--- src/design/dg3_pkg.sv ---
// ----------------------------------------------------------------------------
// dg3_pkg
// Shared types and constants of the directional 3x3 gradient block.
// ----------------------------------------------------------------------------
`default_nettype none

package dg3_pkg;

	// configuration port
	localparam int CFG_INDEX_BITS  = 2;
	localparam int CFG_DATA_BITS   = 13;
	localparam int WIDTH_REG_BITS  = 12;
	localparam int HEIGHT_REG_BITS = 13;
	localparam int SHIFT_BITS      = 4;

	typedef logic [CFG_INDEX_BITS-1:0] cfg_index_t;

	localparam cfg_index_t CFG_IMAGE_WIDTH     = 2'd0;
	localparam cfg_index_t CFG_IMAGE_HEIGHT    = 2'd1;
	localparam cfg_index_t CFG_THRESHOLD_SHIFT = 2'd2;

	// frame geometry limits
	localparam int MIN_SIZE   = 3;
	localparam int MAX_HEIGHT = 4096;

	// width of column compares, wide enough for any width setting
	localparam int COL_CMP_BITS = 14;
	localparam int ROW_BITS     = 12;

	// result field widths
	localparam int MAG_BITS = 8;
	localparam int DIR_BITS = 2;
	localparam int CX_BITS  = 11;
	localparam int CY_BITS  = 12;

	typedef logic [DIR_BITS-1:0] dir_t;

	localparam dir_t DIR_VERTICAL   = 2'd0;
	localparam dir_t DIR_ANTIDIAG   = 2'd1;
	localparam dir_t DIR_HORIZONTAL = 2'd2;
	localparam dir_t DIR_DIAGONAL   = 2'd3;

	// effective frame settings seen by the datapath
	typedef struct packed {
		logic [COL_CMP_BITS-1:0]    width;
		logic [HEIGHT_REG_BITS-1:0] height;
		logic [SHIFT_BITS-1:0]      shift;
	} geom_t;

	// position of a window center as it moves down the pipeline
	typedef struct packed {
		logic [CX_BITS-1:0] cx;
		logic [CY_BITS-1:0] cy;
		logic               interior;
	} pos_t;

	typedef struct packed {
		logic [MAG_BITS-1:0] magnitude;
		dir_t                direction;
		logic [CX_BITS-1:0]  center_x;
		logic [CY_BITS-1:0]  center_y;
		logic                result_valid;
	} result_t;

endpackage

`default_nettype wire

--- src/design/dg3_grad_eval.sv ---
// ----------------------------------------------------------------------------
// dg3_grad_eval
// Picks the strongest of four center differences, forms the thresholded
// mean and holds the finished result in the output register.
// ----------------------------------------------------------------------------
`default_nettype none

module dg3_grad_eval import dg3_pkg::*; #(
	parameter int PIXEL_BITS = 8
) (
	input  wire logic                       clk,
	input  wire logic                       load,
	input  wire logic [3:0][PIXEL_BITS-1:0] diff,
	input  wire pos_t                       pos,
	input  wire logic [SHIFT_BITS-1:0]      shift,
	output result_t                         res_q
);

	// diff order: horizontal, diagonal, vertical, antidiagonal
	logic [PIXEL_BITS-1:0] best;
	dir_t                  code;
	logic [PIXEL_BITS+1:0] sum;
	logic [PIXEL_BITS-1:0] mean;
	logic [PIXEL_BITS-1:0] mag;
	result_t               res_d;

	// strongest direction, earlier one wins a tie
	always_comb begin
		best = diff[0];
		code = DIR_HORIZONTAL;
		if (best < diff[1]) begin
			best = diff[1];
			code = DIR_DIAGONAL;
		end
		if (best < diff[2]) begin
			best = diff[2];
			code = DIR_VERTICAL;
		end
		if (best < diff[3]) begin
			best = diff[3];
			code = DIR_ANTIDIAG;
		end
	end

	// mean of the four differences and threshold
	always_comb begin
		sum  = (PIXEL_BITS+2)'(diff[0]) + (PIXEL_BITS+2)'(diff[1])
		     + (PIXEL_BITS+2)'(diff[2]) + (PIXEL_BITS+2)'(diff[3]);
		mean = sum[PIXEL_BITS+1:2];
		mag  = ((mean >> shift) == '0) ? '0 : mean;
	end

	// border centers give an all-zero result
	always_comb begin
		res_d = '0;
		if (pos.interior) begin
			res_d.magnitude    = mag[MAG_BITS-1:0];
			res_d.direction    = code;
			res_d.center_x     = pos.cx;
			res_d.center_y     = pos.cy;
			res_d.result_valid = 1'b1;
		end
	end

	// output register
	always_ff @(posedge clk) begin
		if (load)
			res_q <= res_d;
	end

endmodule

`default_nettype wire

--- config.mk ---
export PLATFORM = sky130hd
export DESIGN_NAME = dg3_grad_eval
export DESIGN_NICKNAME = d
export VERILOG_FILES = /design/src/design/dg3_pkg.sv /design/src/design/dg3_grad_eval.sv
export SDC_FILE = /design/constraint.sdc
export NUM_CORES = 1
export LEC_CHECK = 0
export BUFFER_PORTS_ARGS = -buffer_cell sky130_fd_sc_hd__clkbuf_2
export CORE_MARGIN = 4
export CORE_UTILIZATION = 55
export DETAILED_ROUTE_END_ITERATION = 6
export MAX_ROUTING_LAYER = met4
export PLACE_DENSITY = 0.94
export SYNTH_ARGS = -nofsm -noshare
export SYNTH_HDL_FRONTEND = slang
export SYNTH_SLANG_ARGS = --single-unit
--- constraint.sdc ---
create_clock -name clk -period 15.9 [get_ports clk]
set_clock_uncertainty 0.15 [all_clocks]
set_input_delay 3.18 -clock clk [delete_from_list [all_inputs] [get_ports clk]]
set_output_delay 3.18 -clock clk [all_outputs]
set_load 0.02 [all_outputs]
# After elaboration in Yosys (flattened, before gate mapping)
# Index checks and enable logic that the tools add are counted.
dict set report op_classes {
  addsub 3
  n_lt_le_gt_ge 3
  shift 1
  n_mux 6
  n_bitwise 1
  reduce_logical 3
}
# cell count
set op_table {}
lappend op_table {{$lt 8x8->1} 3}
lappend op_table {{$mux 8} 2}
lappend op_table {{$add 10x8->10} 1}
lappend op_table {{$add 9x8->10} 1}
lappend op_table {{$add 8x8->9} 1}
lappend op_table {{$logic_not 8->1} 1}
lappend op_table {{$shr 8x4->8} 1}
lappend op_table {{$mux 1} 4}
lappend op_table {{$reduce_or 3->1} 1}
lappend op_table {{$reduce_or 2->1} 1}
lappend op_table {{$not 1->1} 1}
dict set report word_totals {
  register_bits 34
  inputBits 62
  out_inout_bits 34
  word_cells 23
}

# Depth between registers and ports, before layout
dict set report logic_depth {
  word_depth 6
  mapped_depth 24
  depth_no_buf 23
}

# Worst setup path before layout
# OpenSTA, ideal clock, no wires.
dict set report synth_path {
  path_kind {input -> register}
  from {input diff[13] (netlist bit)}
  to {register res_q[24] (netlist bit) (data pin)}
  setup_time_ps 254
  arrival_time_ps 7193
  required_ps 15496
  setup_slack_ps 8303
  stages 22
  n_path_buf 1
  path_cell_list {inv_1 -> ha_1 -> a21o_1 -> a21o_1 -> a211oi_2 -> clkbuf_1 -> mux2_2 -> ha_1 -> nand4_1 -> a21oi_1 -> a21oi_1 -> inv_1 -> a31oi_4 -> mux2_2 -> ha_1 -> nor2b_1 -> o21ai_0 -> nand2b_1 -> a21oi_1 -> o21ai_0 -> o21ai_0 -> o21a_1}
}
dict set report synth_via {
  elab_chain_len 6
  elab_cells_between_ends 8
  cone_classes {order compare: 3; mux: 5}
}
# item line
set synth_rtl {}
lappend synth_rtl {{from (decl)} dg3_grad_eval.sv:13} ;# input wire logic [3:0][PIXEL_BITS-1:0] diff,
lappend synth_rtl {{$lt 8x8->1} dg3_grad_eval.sv:31} ;# if (best < diff[1]) begin
lappend synth_rtl {{$mux 8} dg3_grad_eval.sv:31}
lappend synth_rtl {{$lt 8x8->1} dg3_grad_eval.sv:35} ;# if (best < diff[2]) begin
lappend synth_rtl {{$mux 8} dg3_grad_eval.sv:35}
lappend synth_rtl {{$lt 8x8->1} dg3_grad_eval.sv:39} ;# if (best < diff[3]) begin
lappend synth_rtl {{$mux 1 (*)} dg3_grad_eval.sv:39}
lappend synth_rtl {{to (signal assigned)} dg3_grad_eval.sv:68} ;# res_q <= res_d;
lappend synth_rtl {{to (decl)} dg3_grad_eval.sv:16} ;# output result_t res_q
# Every way passes the cells marked *; elsewhere a longest branch is shown, timed or not.
# A chain may end at the register's enable or synchronous reset.

# Worst setup path after layout
# Ends and elaborated chain as after synthesis.

==> results.py <==
metrics = {
    "logic_synthesis": {
        "synth_cell_type_count": 48,
        "synth.cell_area_sq_um": 2870,
        "synthFlopType": "edfxtp_1",
        "async_flop_share_pct": 0,
        "syn-num-nets": 375,
        "synthTopCellsByArea": "edfxtp_1, ha_1, fa_1",
        "ys_warn_count": 0,
        "synth-seq-area-share_pct": 35.6,
        "synth_cells": 268,
        "yosysTopAreaCellShare_pct": 35.6,
        "avgSynthCellArea_sq_um": 10.7,
        "yosys_register_bits": 34,
        "synth_edf_count": 34,
        "synth_top_cell_by_area": "edfxtp_1",
    },
    "run": {
        "cap_violations": 0,
    },
    "placed_design": {
        "routabilityCongestion": 1.01,
        "dp_hpwl_um": 5560,
        "portBuffers": 95,
    },
    "worst_setup_path": {
        "critPathArrivalTime_ns": 8.01,
        "cp_max_fo": 13,
        "crit_path_end_kind": "flop",
        "required_ns": 15.79,
        "path_class": "in -> reg",
        "start_kind": "primary input",
    },
    "clock_tree": {
        "cts_resized": 0,
        "cts_buffers": 5,
        "htree_num_levels": 2,
        "cts_tree": "done",
        "hold_buffers": 0,
        "cts_sinks": 34,
        "cts_buffer_depth": 2,
        "clkTransAtPathRegs_ns": 0.06,
        "post_cts_buffers": 0,
        "clockRootBuffer": "clkbuf_8",
    },
    "floorplanning": {
        "die_area_sq_um": 6440,
        "core_sq_um": 5070,
        "die_x_um": 80.2,
        "fp.dieH_um": 80.2,
        "pin_count": 96,
        "initial_utilization_pct": 56.6,
        "rows": 26,
    },
    "global_routing": {
        "met2_usage_pct": 37.0,
        "antenna_found_initial": 0,
        "use_met3_pct": 3.59,
        "grt_use_total_pct": 21.4,
        "grt_pass1_vias": 2379,
        "grt_max_degree": 35,
        "met1_usage_pct": 24.5,
        "grt.busiest_layer": "met2",
        "grt_pass1_wl_um": 10400,
        "grt_overflow": 0,
    },
    "routing": {
        "finalWirelength_um": 6380,
        "drtAntennaViolNets": 0,
        "vias_per_cell": 5.40,
        "wl_per_cell_um": 14.6,
        "via_count": 2361,
        "route.detailed.drc": 0,
        "drt_first_pass_iters": 4,
        "first_iter_violations": 96,
    },
    "layout": {
        "regMostFlops": "res_q",
        "n_antenna_cell": 0,
        "reg_top3": "res_q x34",
        "drive_gt1_share_pct": 33.2,
        "nNetsFinal": 473,
        "fin_util_pct": 69.0,
        "area_growth_pct": 21.9,
        "largest_reg_flops": 34,
    },
    "sta": {
        "rsz0062_at_grt": "no",
        "period_needed_ns": 8.11,
        "max-slew-margin-rel_pct": 48.5,
        "period_share_pct": 51.0,
        "max_freq_mhz": 123,
        "finalSetupViolCount": 0,
        "worstMarginPinSlew_ns": 0.772,
        "fin_tns_setup_ns": 0,
        "hold_violations": 0,
        "drv_slew": 0,
    },
    "hold_path": {
        "min_path_cells": 2,
        "hold_path_end": "res_q[19]",
        "min_from": "pos[19]",
        "min_path_type": "in -> reg",
    },
    "power_and_ir_drop": {
        "p_leak_nw": 1.68,
        "peakVddDrop_mv": 0.0589,
        "power.density_nw_per_um2": 97.0,
    },
    "status": {
        "status": "finished, final reports clean",
    },
}
==> per-stage QoR <==
step | setup WS (ns) | hold slack (ns) | total power [W] | instance area (sq um) | instances
after floorplan | 8.30 | 3.13 | 0.000240 | 2870 | 268
after global placement | 7.72 | 3.31 | 0.000278 | 3420 | 429
after detailed placement | 7.59 | 3.32 | 0.000283 | 3420 | 429
after CTS | 7.87 | 3.03 | 0.000341 | 3500 | 437
after global routing | 7.39 | 3.03 | 0.000368 | 3500 | 437
final | 7.79 | 3.03 | 0.000339 | 3500 | 437
==> cells in the mapped netlist (2+ instances only) <==
| master | number |
|---|---|
| a211oi_1 | 4 |
| xnor2_1 | 2 |
| inv_1 | 40 |
| nor2_1 | 7 |
| a211o_1 | 2 |
| a21o_2 | 2 |
| a21oi_1 | 14 |
| o21a_1 | 3 |
| mux2_1 | 3 |
| mux2_2 | 7 |
| fa_1 | 16 |
| nor3b_1 | 3 |
| a21o_1 | 4 |
| clkbuf_1 | 3 |
| o21ai_0 | 18 |
| nor2b_1 | 2 |
| nand4_1 | 3 |
| nand2b_1 | 6 |
| edfxtp_1 | 34 |
| and2_1 | 23 |
| ha_1 | 29 |
| nor3_1 | 8 |
| nand2_1 | 10 |
==> layer usage <==
layer  share of wire, %  vias to the layer above
met5                  0                        -
met4                2.3                        0
met3                8.0                       16
met2                 48                      116
met1                 41                     1089
li1                   -                     1140
==> power by group <==
group	total, W	leakage, nW	switching (W)	internal (W)
sequential	0.000112	0.327	0.00000243	0.000110
combinational	0.000170	1.31	0.0000969	0.0000727
clock	0.0000576	0.0426	0.0000277	0.0000300
==> worst max-delay path by stage <==
| stage | from | to | slack, ns | cells past startpoint |
|---|---|---|---|---|
| floorplan | diff[13] | res_q[24] | 8.30 | 22 |
| global placement | diff[13] | res_q[24] | 7.72 | 21 |
| detailed placement | diff[13] | res_q[24] | 7.59 | 22 |
| CTS | diff[13] | res_q[24] | 7.87 | 21 |
| global route | diff[9] | res_q[24] | 7.39 | 23 |
| finish | diff[13] | res_q[24] | 7.79 | 22 |
==> critical path, cell delays in order <==
cell and delay, ns:
clkbuf_2 0.12, inv_1 0.05, ha_1 0.29, a21o_1 0.19, a21o_1 0.19, a211oi_2 0.68
mux2_2 0.44, ha_1 0.30, a21oi_1 0.15, o21ai_0 0.14, a21oi_1 0.23, inv_1 0.12
a31oi_4 0.30, mux2_2 0.38, ha_1 0.29, nor2b_1 0.12, o21ai_0 0.08, nand2b_1 0.07
a21oi_1 0.06, o21ai_0 0.29, o21ai_0 0.16, o21a_1 0.18
==> layout by cell type (no fill, tap or decap), drive strengths merged, types with 2 or more instances in the layout <==
cell	instances
a31oi	2
a21o	6
o21ai	18
a211oi	5
clkinv	2
o211ai	2
inv	40
nand2	10
nor3	9
ha	29
nand4	3
fa	16
a21oi	14
clkbuf	101
nor2	7
o21a	3
nor2b	3
edfxtp	34
nand2b	6
mux2	10
a211o	2
xnor2	2
nor3b	3
and2	23
==> layout make-up <==
type / count / area, sq um
inverter: 40 / 150
clock inverter: 2 / 8.76
sequential: 34 / 1020
fill: 378 / 1580
clock buffer: 6 / 72.6
tap: 70 / 87.6
timing repair buffer: 95 / 475
multi-input combinational: 190 / 1680
==> logic make-up after synthesis <==
logic type,after synthesis,synth area share (%)
AOI/OAI and AO/OA,60,15.0
xor gates and xnor gates,2,0.610
adders and majority gates,45,23.8
buffers and inverters,44,5.75
DFF,34,35.6
muxes,11,4.27
and+or+nand+nor,72,15.0
(Power assumes the default switching activity.)
