===== src/design/dg3_pkg.sv =====
// ----------------------------------------------------------------------------
// dg3_pkg
// Shared types and constants of the directional 3x3 gradient block.
// ----------------------------------------------------------------------------
`default_nettype none

package dg3_pkg;

	// configuration port
	localparam int CFG_INDEX_BITS  = 2;
	localparam int CFG_DATA_BITS   = 13;
	localparam int WIDTH_REG_BITS  = 12;
	localparam int HEIGHT_REG_BITS = 13;
	localparam int SHIFT_BITS      = 4;

	typedef logic [CFG_INDEX_BITS-1:0] cfg_index_t;

	localparam cfg_index_t CFG_IMAGE_WIDTH     = 2'd0;
	localparam cfg_index_t CFG_IMAGE_HEIGHT    = 2'd1;
	localparam cfg_index_t CFG_THRESHOLD_SHIFT = 2'd2;

	// frame geometry limits
	localparam int MIN_SIZE   = 3;
	localparam int MAX_HEIGHT = 4096;

	// width of column compares, wide enough for any width setting
	localparam int COL_CMP_BITS = 14;
	localparam int ROW_BITS     = 12;

	// result field widths
	localparam int MAG_BITS = 8;
	localparam int DIR_BITS = 2;
	localparam int CX_BITS  = 11;
	localparam int CY_BITS  = 12;

	typedef logic [DIR_BITS-1:0] dir_t;

	localparam dir_t DIR_VERTICAL   = 2'd0;
	localparam dir_t DIR_ANTIDIAG   = 2'd1;
	localparam dir_t DIR_HORIZONTAL = 2'd2;
	localparam dir_t DIR_DIAGONAL   = 2'd3;

	// effective frame settings seen by the datapath
	typedef struct packed {
		logic [COL_CMP_BITS-1:0]    width;
		logic [HEIGHT_REG_BITS-1:0] height;
		logic [SHIFT_BITS-1:0]      shift;
	} geom_t;

	// position of a window center as it moves down the pipeline
	typedef struct packed {
		logic [CX_BITS-1:0] cx;
		logic [CY_BITS-1:0] cy;
		logic               interior;
	} pos_t;

	typedef struct packed {
		logic [MAG_BITS-1:0] magnitude;
		dir_t                direction;
		logic [CX_BITS-1:0]  center_x;
		logic [CY_BITS-1:0]  center_y;
		logic                result_valid;
	} result_t;

endpackage

`default_nettype wire


===== src/design/dg3_cfg_if.sv =====
// ----------------------------------------------------------------------------
// dg3_cfg_if
// Register write channel: valid/ready with register index and write data.
// ----------------------------------------------------------------------------
`default_nettype none

interface dg3_cfg_if import dg3_pkg::*; ();

	logic                     valid;
	logic                     ready;
	cfg_index_t               index;
	logic [CFG_DATA_BITS-1:0] data;

	modport source (output valid, output index, output data, input ready);
	modport sink (input valid, input index, input data, output ready);

endinterface

`default_nettype wire


===== src/design/dg3_cfg_regs.sv =====
// ----------------------------------------------------------------------------
// dg3_cfg_regs
// Configuration registers with saturation of width and height to the
// supported range.
// ----------------------------------------------------------------------------
`default_nettype none

module dg3_cfg_regs import dg3_pkg::*; #(
	parameter int MAX_WIDTH = 2048
) (
	input  wire logic clk,
	input  wire logic arst_n,
	dg3_cfg_if.sink   cfg,
	output geom_t     geom
);

	logic [WIDTH_REG_BITS-1:0]  width_q;
	logic [HEIGHT_REG_BITS-1:0] height_q;
	logic [SHIFT_BITS-1:0]      shift_q;
	logic [COL_CMP_BITS-1:0]    width_ext;

	// writes are taken at any time
	assign cfg.ready = 1'b1;

	// register file
	always_ff @(posedge clk or negedge arst_n) begin
		if (!arst_n) begin
			width_q  <= WIDTH_REG_BITS'(640);
			height_q <= HEIGHT_REG_BITS'(480);
			shift_q  <= '0;
		end else if (cfg.valid) begin
			unique case (cfg.index)
				CFG_IMAGE_WIDTH:     width_q  <= cfg.data[WIDTH_REG_BITS-1:0];
				CFG_IMAGE_HEIGHT:    height_q <= cfg.data[HEIGHT_REG_BITS-1:0];
				CFG_THRESHOLD_SHIFT: shift_q  <= cfg.data[SHIFT_BITS-1:0];
				default: ;
			endcase
		end
	end

	// saturate to the supported frame size
	assign width_ext = COL_CMP_BITS'(width_q);

	always_comb begin
		if (width_ext < COL_CMP_BITS'(MIN_SIZE))
			geom.width = COL_CMP_BITS'(MIN_SIZE);
		else if (width_ext > COL_CMP_BITS'(MAX_WIDTH))
			geom.width = COL_CMP_BITS'(MAX_WIDTH);
		else
			geom.width = width_ext;

		if (height_q < HEIGHT_REG_BITS'(MIN_SIZE))
			geom.height = HEIGHT_REG_BITS'(MIN_SIZE);
		else if (height_q > HEIGHT_REG_BITS'(MAX_HEIGHT))
			geom.height = HEIGHT_REG_BITS'(MAX_HEIGHT);
		else
			geom.height = height_q;

		geom.shift = shift_q;
	end

endmodule

`default_nettype wire


===== src/flat_wrapper.sv =====
// flat-port wrapper written by rule: the top's interface ports become plain ports
module dg3_cfg_regs_flat import dg3_pkg::*;
#(
	parameter int MAX_WIDTH = 2048
)
  (clk, arst_n, geom, cfg_valid, cfg_index, cfg_data, cfg_ready);
  dg3_cfg_if cfg_i ();
  input  wire logic clk;
  input  wire logic arst_n;
  output geom_t geom;
  input wire logic [$bits(cfg_i.valid)-1:0] cfg_valid;
  input wire logic [$bits(cfg_i.index)-1:0] cfg_index;
  input wire logic [$bits(cfg_i.data)-1:0] cfg_data;
  output wire logic [$bits(cfg_i.ready)-1:0] cfg_ready;
  assign cfg_i.valid = cfg_valid;
  assign cfg_i.index = cfg_index;
  assign cfg_i.data = cfg_data;
  assign cfg_ready = cfg_i.ready;
  dg3_cfg_regs #(.MAX_WIDTH(MAX_WIDTH)) u_core (.clk(clk), .arst_n(arst_n), .cfg(cfg_i), .geom(geom));
endmodule

===== config.mk =====
export PLATFORM = sky130hd
export DESIGN_NAME = dg3_cfg_regs_flat
export DESIGN_NICKNAME = d
export VERILOG_FILES = /design/src/design/dg3_pkg.sv /design/src/design/dg3_cfg_if.sv /design/src/design/dg3_cfg_regs.sv /design/src/flat_wrapper.sv
export SDC_FILE = /design/constraint.sdc
export NUM_CORES = 1
export LEC_CHECK = 0
export BUFFER_PORTS_ARGS = -buffer_cell sky130_fd_sc_hd__buf_2
export CELL_PAD_IN_SITES_DETAIL_PLACEMENT = 1
export CELL_PAD_IN_SITES_GLOBAL_PLACEMENT = 1
export CORE_ASPECT_RATIO = 2
export CORE_MARGIN = 8
export CORE_UTILIZATION = 30
export CTS_BUF_LIST = sky130_fd_sc_hd__clkbuf_4 sky130_fd_sc_hd__clkbuf_8 sky130_fd_sc_hd__clkbuf_16
export DETAILED_ROUTE_END_ITERATION = 10
export GPL_ROUTABILITY_DRIVEN = 0
export PLACE_DENSITY_LB_ADDON = 0.1
export SETUP_SLACK_MARGIN = 0.4
export SYNTH_ARGS = -nofsm -noshare
export SYNTH_HDL_FRONTEND = slang
export SYNTH_SLANG_ARGS = --single-unit

===== constraint.sdc =====
create_clock -name clk -period 4.4 [get_ports clk]
set_clock_uncertainty 0.2 [all_clocks]
set_input_delay 0.44 -clock clk [delete_from_list [all_inputs] [get_ports clk]]
set_output_delay 0.44 -clock clk [all_outputs]
set_load 0.02 [all_outputs]

# ---- Word-level counts from Yosys, hierarchy flattened
# Index checks and enable logic that the tools add are counted.
dict set report word_totals {
  in_bits 18
  reg_bits 29
  wordCells 17
  out_inout_bits 32
}
dict set report op_classes {
  n_mux 4
  n_eq_ne 2
  magnitude_cmp 4
  reduce_logical 4
}
# op count
set op_table {}
lappend op_table {{$mux 13} 2}
lappend op_table {{$mux 14} 1}
lappend op_table {{$gt 13x13->1 const B} 1}
lappend op_table {{$lt 13x2->1 const B} 1}
lappend op_table {{$gt 12x12->1 const B} 1}
lappend op_table {{$lt 12x2->1 const B} 1}
lappend op_table {{$mux 12} 1}
lappend op_table {{$reduce_and 2->1} 3}
lappend op_table {{$eq 2x1->1 const B} 1}
lappend op_table {{$eq 2x2->1 const B} 1}
lappend op_table {{$logic_not 2->1} 1}

# ---- Longest topological paths before layout
dict set report logic_depth {
  depth_word 3
  depth_mapped 3
  depth_no_buf 2
}

# ---- Worst setup path after synthesis
# OpenSTA, ideal clock, no wires.
dict set report synth_timing {
  path_type {register to output}
  startpoint {register u_core.height_q[12]}
  endpoint {output geom[4] in the netlist's numbering}
  arrival_time_ns 1.558
  required_time_ns 3.760
  setup_slack_ns 2.202
  stages_incl_launch_ff 3
  cell_sequence {dfrtp_1 > or4_4 > o32ai_1}
}
# element line_no
set synth_lines {}
lappend synth_lines {{start: declaration} dg3_cfg_regs.sv:18} ;# logic [HEIGHT_REG_BITS-1:0] height_q;
lappend synth_lines {{start signal: assignment} dg3_cfg_regs.sv:34} ;# CFG_IMAGE_HEIGHT: height_q <= cfg.data[HEIGHT_REG_BITS-1:0];
lappend synth_lines {{end: declaration} flat_wrapper.sv:10} ;# output geom_t geom;

==> impl_metrics.xml <==
<?xml version="1.0" encoding="UTF-8"?>
<metrics>
  <group name="outcome">
    <metric name="status" unit="">completed</metric>
  </group>
  <group name="synthesis">
    <metric name="yosys.area.top_type" unit="">sky130_fd_sc_hd__dfrtp_1</metric>
    <metric name="avgSynthCellArea" unit="um2">12.99</metric>
    <metric name="synth_top_flop_cell" unit="">sky130_fd_sc_hd__dfrtp_1</metric>
    <metric name="yosys_warnings" unit="">0</metric>
    <metric name="syn-cell-area" unit="um2">1364</metric>
    <metric name="post-synth-top-area-fraction" unit="">0.4220</metric>
    <metric name="ys_async_sr_fraction" unit="">1.000</metric>
    <metric name="ys_seq_elements" unit="">29</metric>
    <metric name="synth_area_leaders" unit="">sky130_fd_sc_hd__dfrtp_1, sky130_fd_sc_hd__mux2_2, sky130_fd_sc_hd__dfstp_2</metric>
    <metric name="synthTopCellsByCount" unit="">sky130_fd_sc_hd__mux2_2, sky130_fd_sc_hd__dfrtp_1, sky130_fd_sc_hd__nor2b_1</metric>
    <metric name="yosys.cell_count.top_type" unit="">sky130_fd_sc_hd__mux2_2</metric>
    <metric name="sequential_element_share_of_the_synthesized_area" unit="">0.5376</metric>
    <metric name="synth_enable_flop_cells" unit="">0</metric>
    <metric name="synthDistinctLibCells" unit="">17</metric>
    <metric name="syn_inst" unit="">105</metric>
  </group>
  <group name="power">
    <metric name="p_switching" unit="uW">273.0</metric>
    <metric name="power_per_cell_area" unit="nW/um2">481.4</metric>
    <metric name="cellInternalPower" unit="uW">546.1</metric>
    <metric name="static_power_due_to_leakage" unit="uW">0.0008031</metric>
    <metric name="switching_portion_of_total_power" unit="">0.3333</metric>
    <metric name="clkPwrFrac" unit="">0.261</metric>
    <metric name="power.share.sequential" unit="">0.447</metric>
    <metric name="power_frac_comb" unit="">0.292</metric>
    <metric name="ir_worst_vdd" unit="mV">0.2595</metric>
  </group>
  <group name="detailed_routing">
    <metric name="avgViaCountPerCell" unit="">4.702</metric>
    <metric name="avgRoutedWirePerCell" unit="um">17.32</metric>
    <metric name="postRouteAntennaNets" unit="">0</metric>
    <metric name="postRouteWirelength" unit="um">3550</metric>
    <metric name="drt_drc_violations_left" unit="">0</metric>
    <metric name="drt_pass_1_iters" unit="">3</metric>
    <metric name="drt_first_iter_violations" unit="">16</metric>
    <metric name="via_count" unit="">964</metric>
  </group>
  <group name="global_route">
    <metric name="grt_max_degree" unit="">30</metric>
    <metric name="grt_pass1_wl" unit="um">5851</metric>
    <metric name="grt_usage" unit="">0.1055</metric>
    <metric name="grt-ovfl-total" unit="">0</metric>
    <metric name="initial_antenna_violation_count" unit="">0</metric>
    <metric name="via_count_of_the_first_global_routing_pass" unit="">1102</metric>
  </group>
  <group name="cts">
    <metric name="ctsLongestPathBuffers" unit="">2</metric>
    <metric name="worst_setup_hold_path_clk_slew" unit="ps">60</metric>
    <metric name="insertion_delay" unit="ps">270</metric>
    <metric name="clock_sinks" unit="">29</metric>
    <metric name="cts_root_buffer" unit="">sky130_fd_sc_hd__clkbuf_8</metric>
    <metric name="ctsHtreeMaxLevel" unit="">2</metric>
    <metric name="post_cts_resized" unit="">0</metric>
    <metric name="tritoncts" unit="">built</metric>
    <metric name="cts-buffers-inserted" unit="">5</metric>
    <metric name="hold_buf_count_cts" unit="">0</metric>
    <metric name="count_of_buffers_added_by_post_cts_timing_repair_for_setup" unit="">0</metric>
  </group>
  <group name="cells_and_area">
    <metric name="final_cell_area" unit="um2">1702</metric>
    <metric name="drive_above_1_share" unit="">0.6093</metric>
    <metric name="final_net_count" unit="">168</metric>
    <metric name="layout_overhead_on_the_synthesized_area" unit="%">24.77</metric>
    <metric name="antennaDiodeCount" unit="">0</metric>
  </group>
  <group name="sta">
    <metric name="setup_viol" unit="">0</metric>
    <metric name="final_hold_vios" unit="">0</metric>
    <metric name="setup_repair_after_global_routing_missed_its_margin" unit="">false</metric>
    <metric name="worst_pin_slew" unit="ps">897.7</metric>
    <metric name="report.final.slew_viol_count" unit="">0</metric>
    <metric name="fin_tns_setup" unit="ps">0</metric>
    <metric name="achievable-frequency" unit="MHz">385.1</metric>
    <metric name="min_period_over_period" unit="">0.5902</metric>
    <metric name="finalCriticalPeriod" unit="ps">2597</metric>
    <metric name="timing.slew.headroom" unit="">0.3989</metric>
  </group>
  <group name="floorplan">
    <metric name="core_area" unit="um2">4382</metric>
    <metric name="fp.dieArea" unit="um2">7090</metric>
    <metric name="initial_core_util" unit="">0.3113</metric>
    <metric name="die_height" unit="um">111.4</metric>
    <metric name="floorplan.rows" unit="">34</metric>
    <metric name="floorplan.die.width" unit="um">63.68</metric>
    <metric name="io_pins" unit="">50</metric>
  </group>
  <group name="setup_path">
    <metric name="cp_data_required_time" unit="ps">3760</metric>
    <metric name="arrival" unit="ps">1960</metric>
    <metric name="worst-setup-path-type" unit="">flop to output port</metric>
    <metric name="crit_path_start_kind" unit="">flop</metric>
    <metric name="worstSetupEndpointType" unit="">output port</metric>
    <metric name="critical_path_peak_fanout" unit="">15</metric>
  </group>
  <group name="placement">
    <metric name="port_buffers" unit="">46</metric>
    <metric name="standard_cell_area_after_detailed_placement" unit="um2">1615</metric>
    <metric name="dpl.hpwl" unit="um">2857</metric>
  </group>
  <group name="worst_hold_path">
    <metric name="holdCritPathClass" unit="">input pin to asynchronous set/reset pin</metric>
  </group>
  <group name="job">
    <metric name="maxCapViolCount" unit="">0</metric>
  </group>
</metrics>
==> power by group through the flow <==
stage | clock network (uW) | registers (uW) | logic [uW]
floorplan | 0 | 361 | 166
global placement | 0 | 371 | 241
detailed placement | 0 | 373 | 246
CTS | 221 | 368 | 246
global route | 235 | 378 | 258
finish | 214 | 367 | 239
==> routing by layer <==
metal  track usage  vias to the layer above  share of wire
li1              -                      444              -
met1       0.08706                      484           0.32
met2        0.2105                       32           0.59
met3       0.04217                        4          0.071
met4       0.03598                        0          0.013
met5             0                        -              0
==> area by class of cell <==
cell class | count | area (um2)
fillers | 508 | 2680
flip-flops and latches | 29 | 733.2
repair buffers | 46 | 230.2
well taps | 54 | 67.56
multi-input cells | 64 | 569.3
inverters | 4 | 15.01
clock inverters | 2 | 10.01
clock buffers | 6 | 76.32
==> per-stage QoR <==
step | std cells | power [uW] | hold WS (ps) | setup slack, ps | utilization
floorplan | 106 | 526.2 | -55.59 | 2202 | -
global placement | 197 | 611.7 | 287.7 | 2202 | 0.3686
detailed placement | 197 | 618.9 | 292.8 | 2067 | 0.3686
CTS | 205 | 835.6 | 14.63 | 1765 | 0.3884
global route | 205 | 870.9 | 48.57 | 1732 | 0.3884
finish | 205 | 819.1 | 5.654 | 1803 | 0.3884
==> state kept, by name (all words and copies together) (netlist names) <==
register,count
u_core.height_q,13
u_core.width_q,12
u_core.shift_q,4
==> path summary, 6_finish.rpt <==
kind,to,cells after the start,start,slack (ps)
max,geom[4],3,u_core.height_q[12],1800
min,u_core.height_q[4],1,arst_n,6
max reg2reg,u_core.height_q[12],1,u_core.height_q[12],3230
min reg2reg,u_core.width_q[1],1,u_core.width_q[1],310
max in group asynchronous,u_core.shift_q[2],1,arst_n,3550
min in group clk,u_core.height_q[12],2,cfg_data[12],200
==> critical path: stages (launching register included) <==
cell and delay (ps):
sky130_fd_sc_hd__dfrtp_1 530, sky130_fd_sc_hd__or4_4 600, sky130_fd_sc_hd__o32ai_1 330, sky130_fd_sc_hd__buf_2 220
==> cells by family (layout without fill, tap and decap cells) <==
family / count (synthesis) / after routing / synth area share
mux: 29 / 29 / 0.2394
flops: 29 / 29 / 0.5376
simple gates: 28 / 28 / 0.1440
buf+inv: 13 / 58 / 0.04770
compound gates: 4 / 4 / 0.02569
other cells: 2 / 3 / 0.005507
==> cells in the final DEF (no fill, tap or decap), drive strengths merged, types with 2 or more instances in the layout <==
| master | Yosys | routed |
|---|---|---|
| inv | 4 | 4 |
| or4 | 4 | 4 |
| dfstp | 6 | 6 |
| mux2 | 29 | 29 |
| nor2b | 16 | 16 |
| nand3b | 2 | 2 |
| o32ai | 4 | 4 |
| and2b | 3 | 3 |
| conb | 2 | 3 |
| buf | 7 | 46 |
| clkinv | 0 | 2 |
| clkbuf | 2 | 6 |
| dfrtp | 23 | 23 |
(Power assumes the default switching activity.)
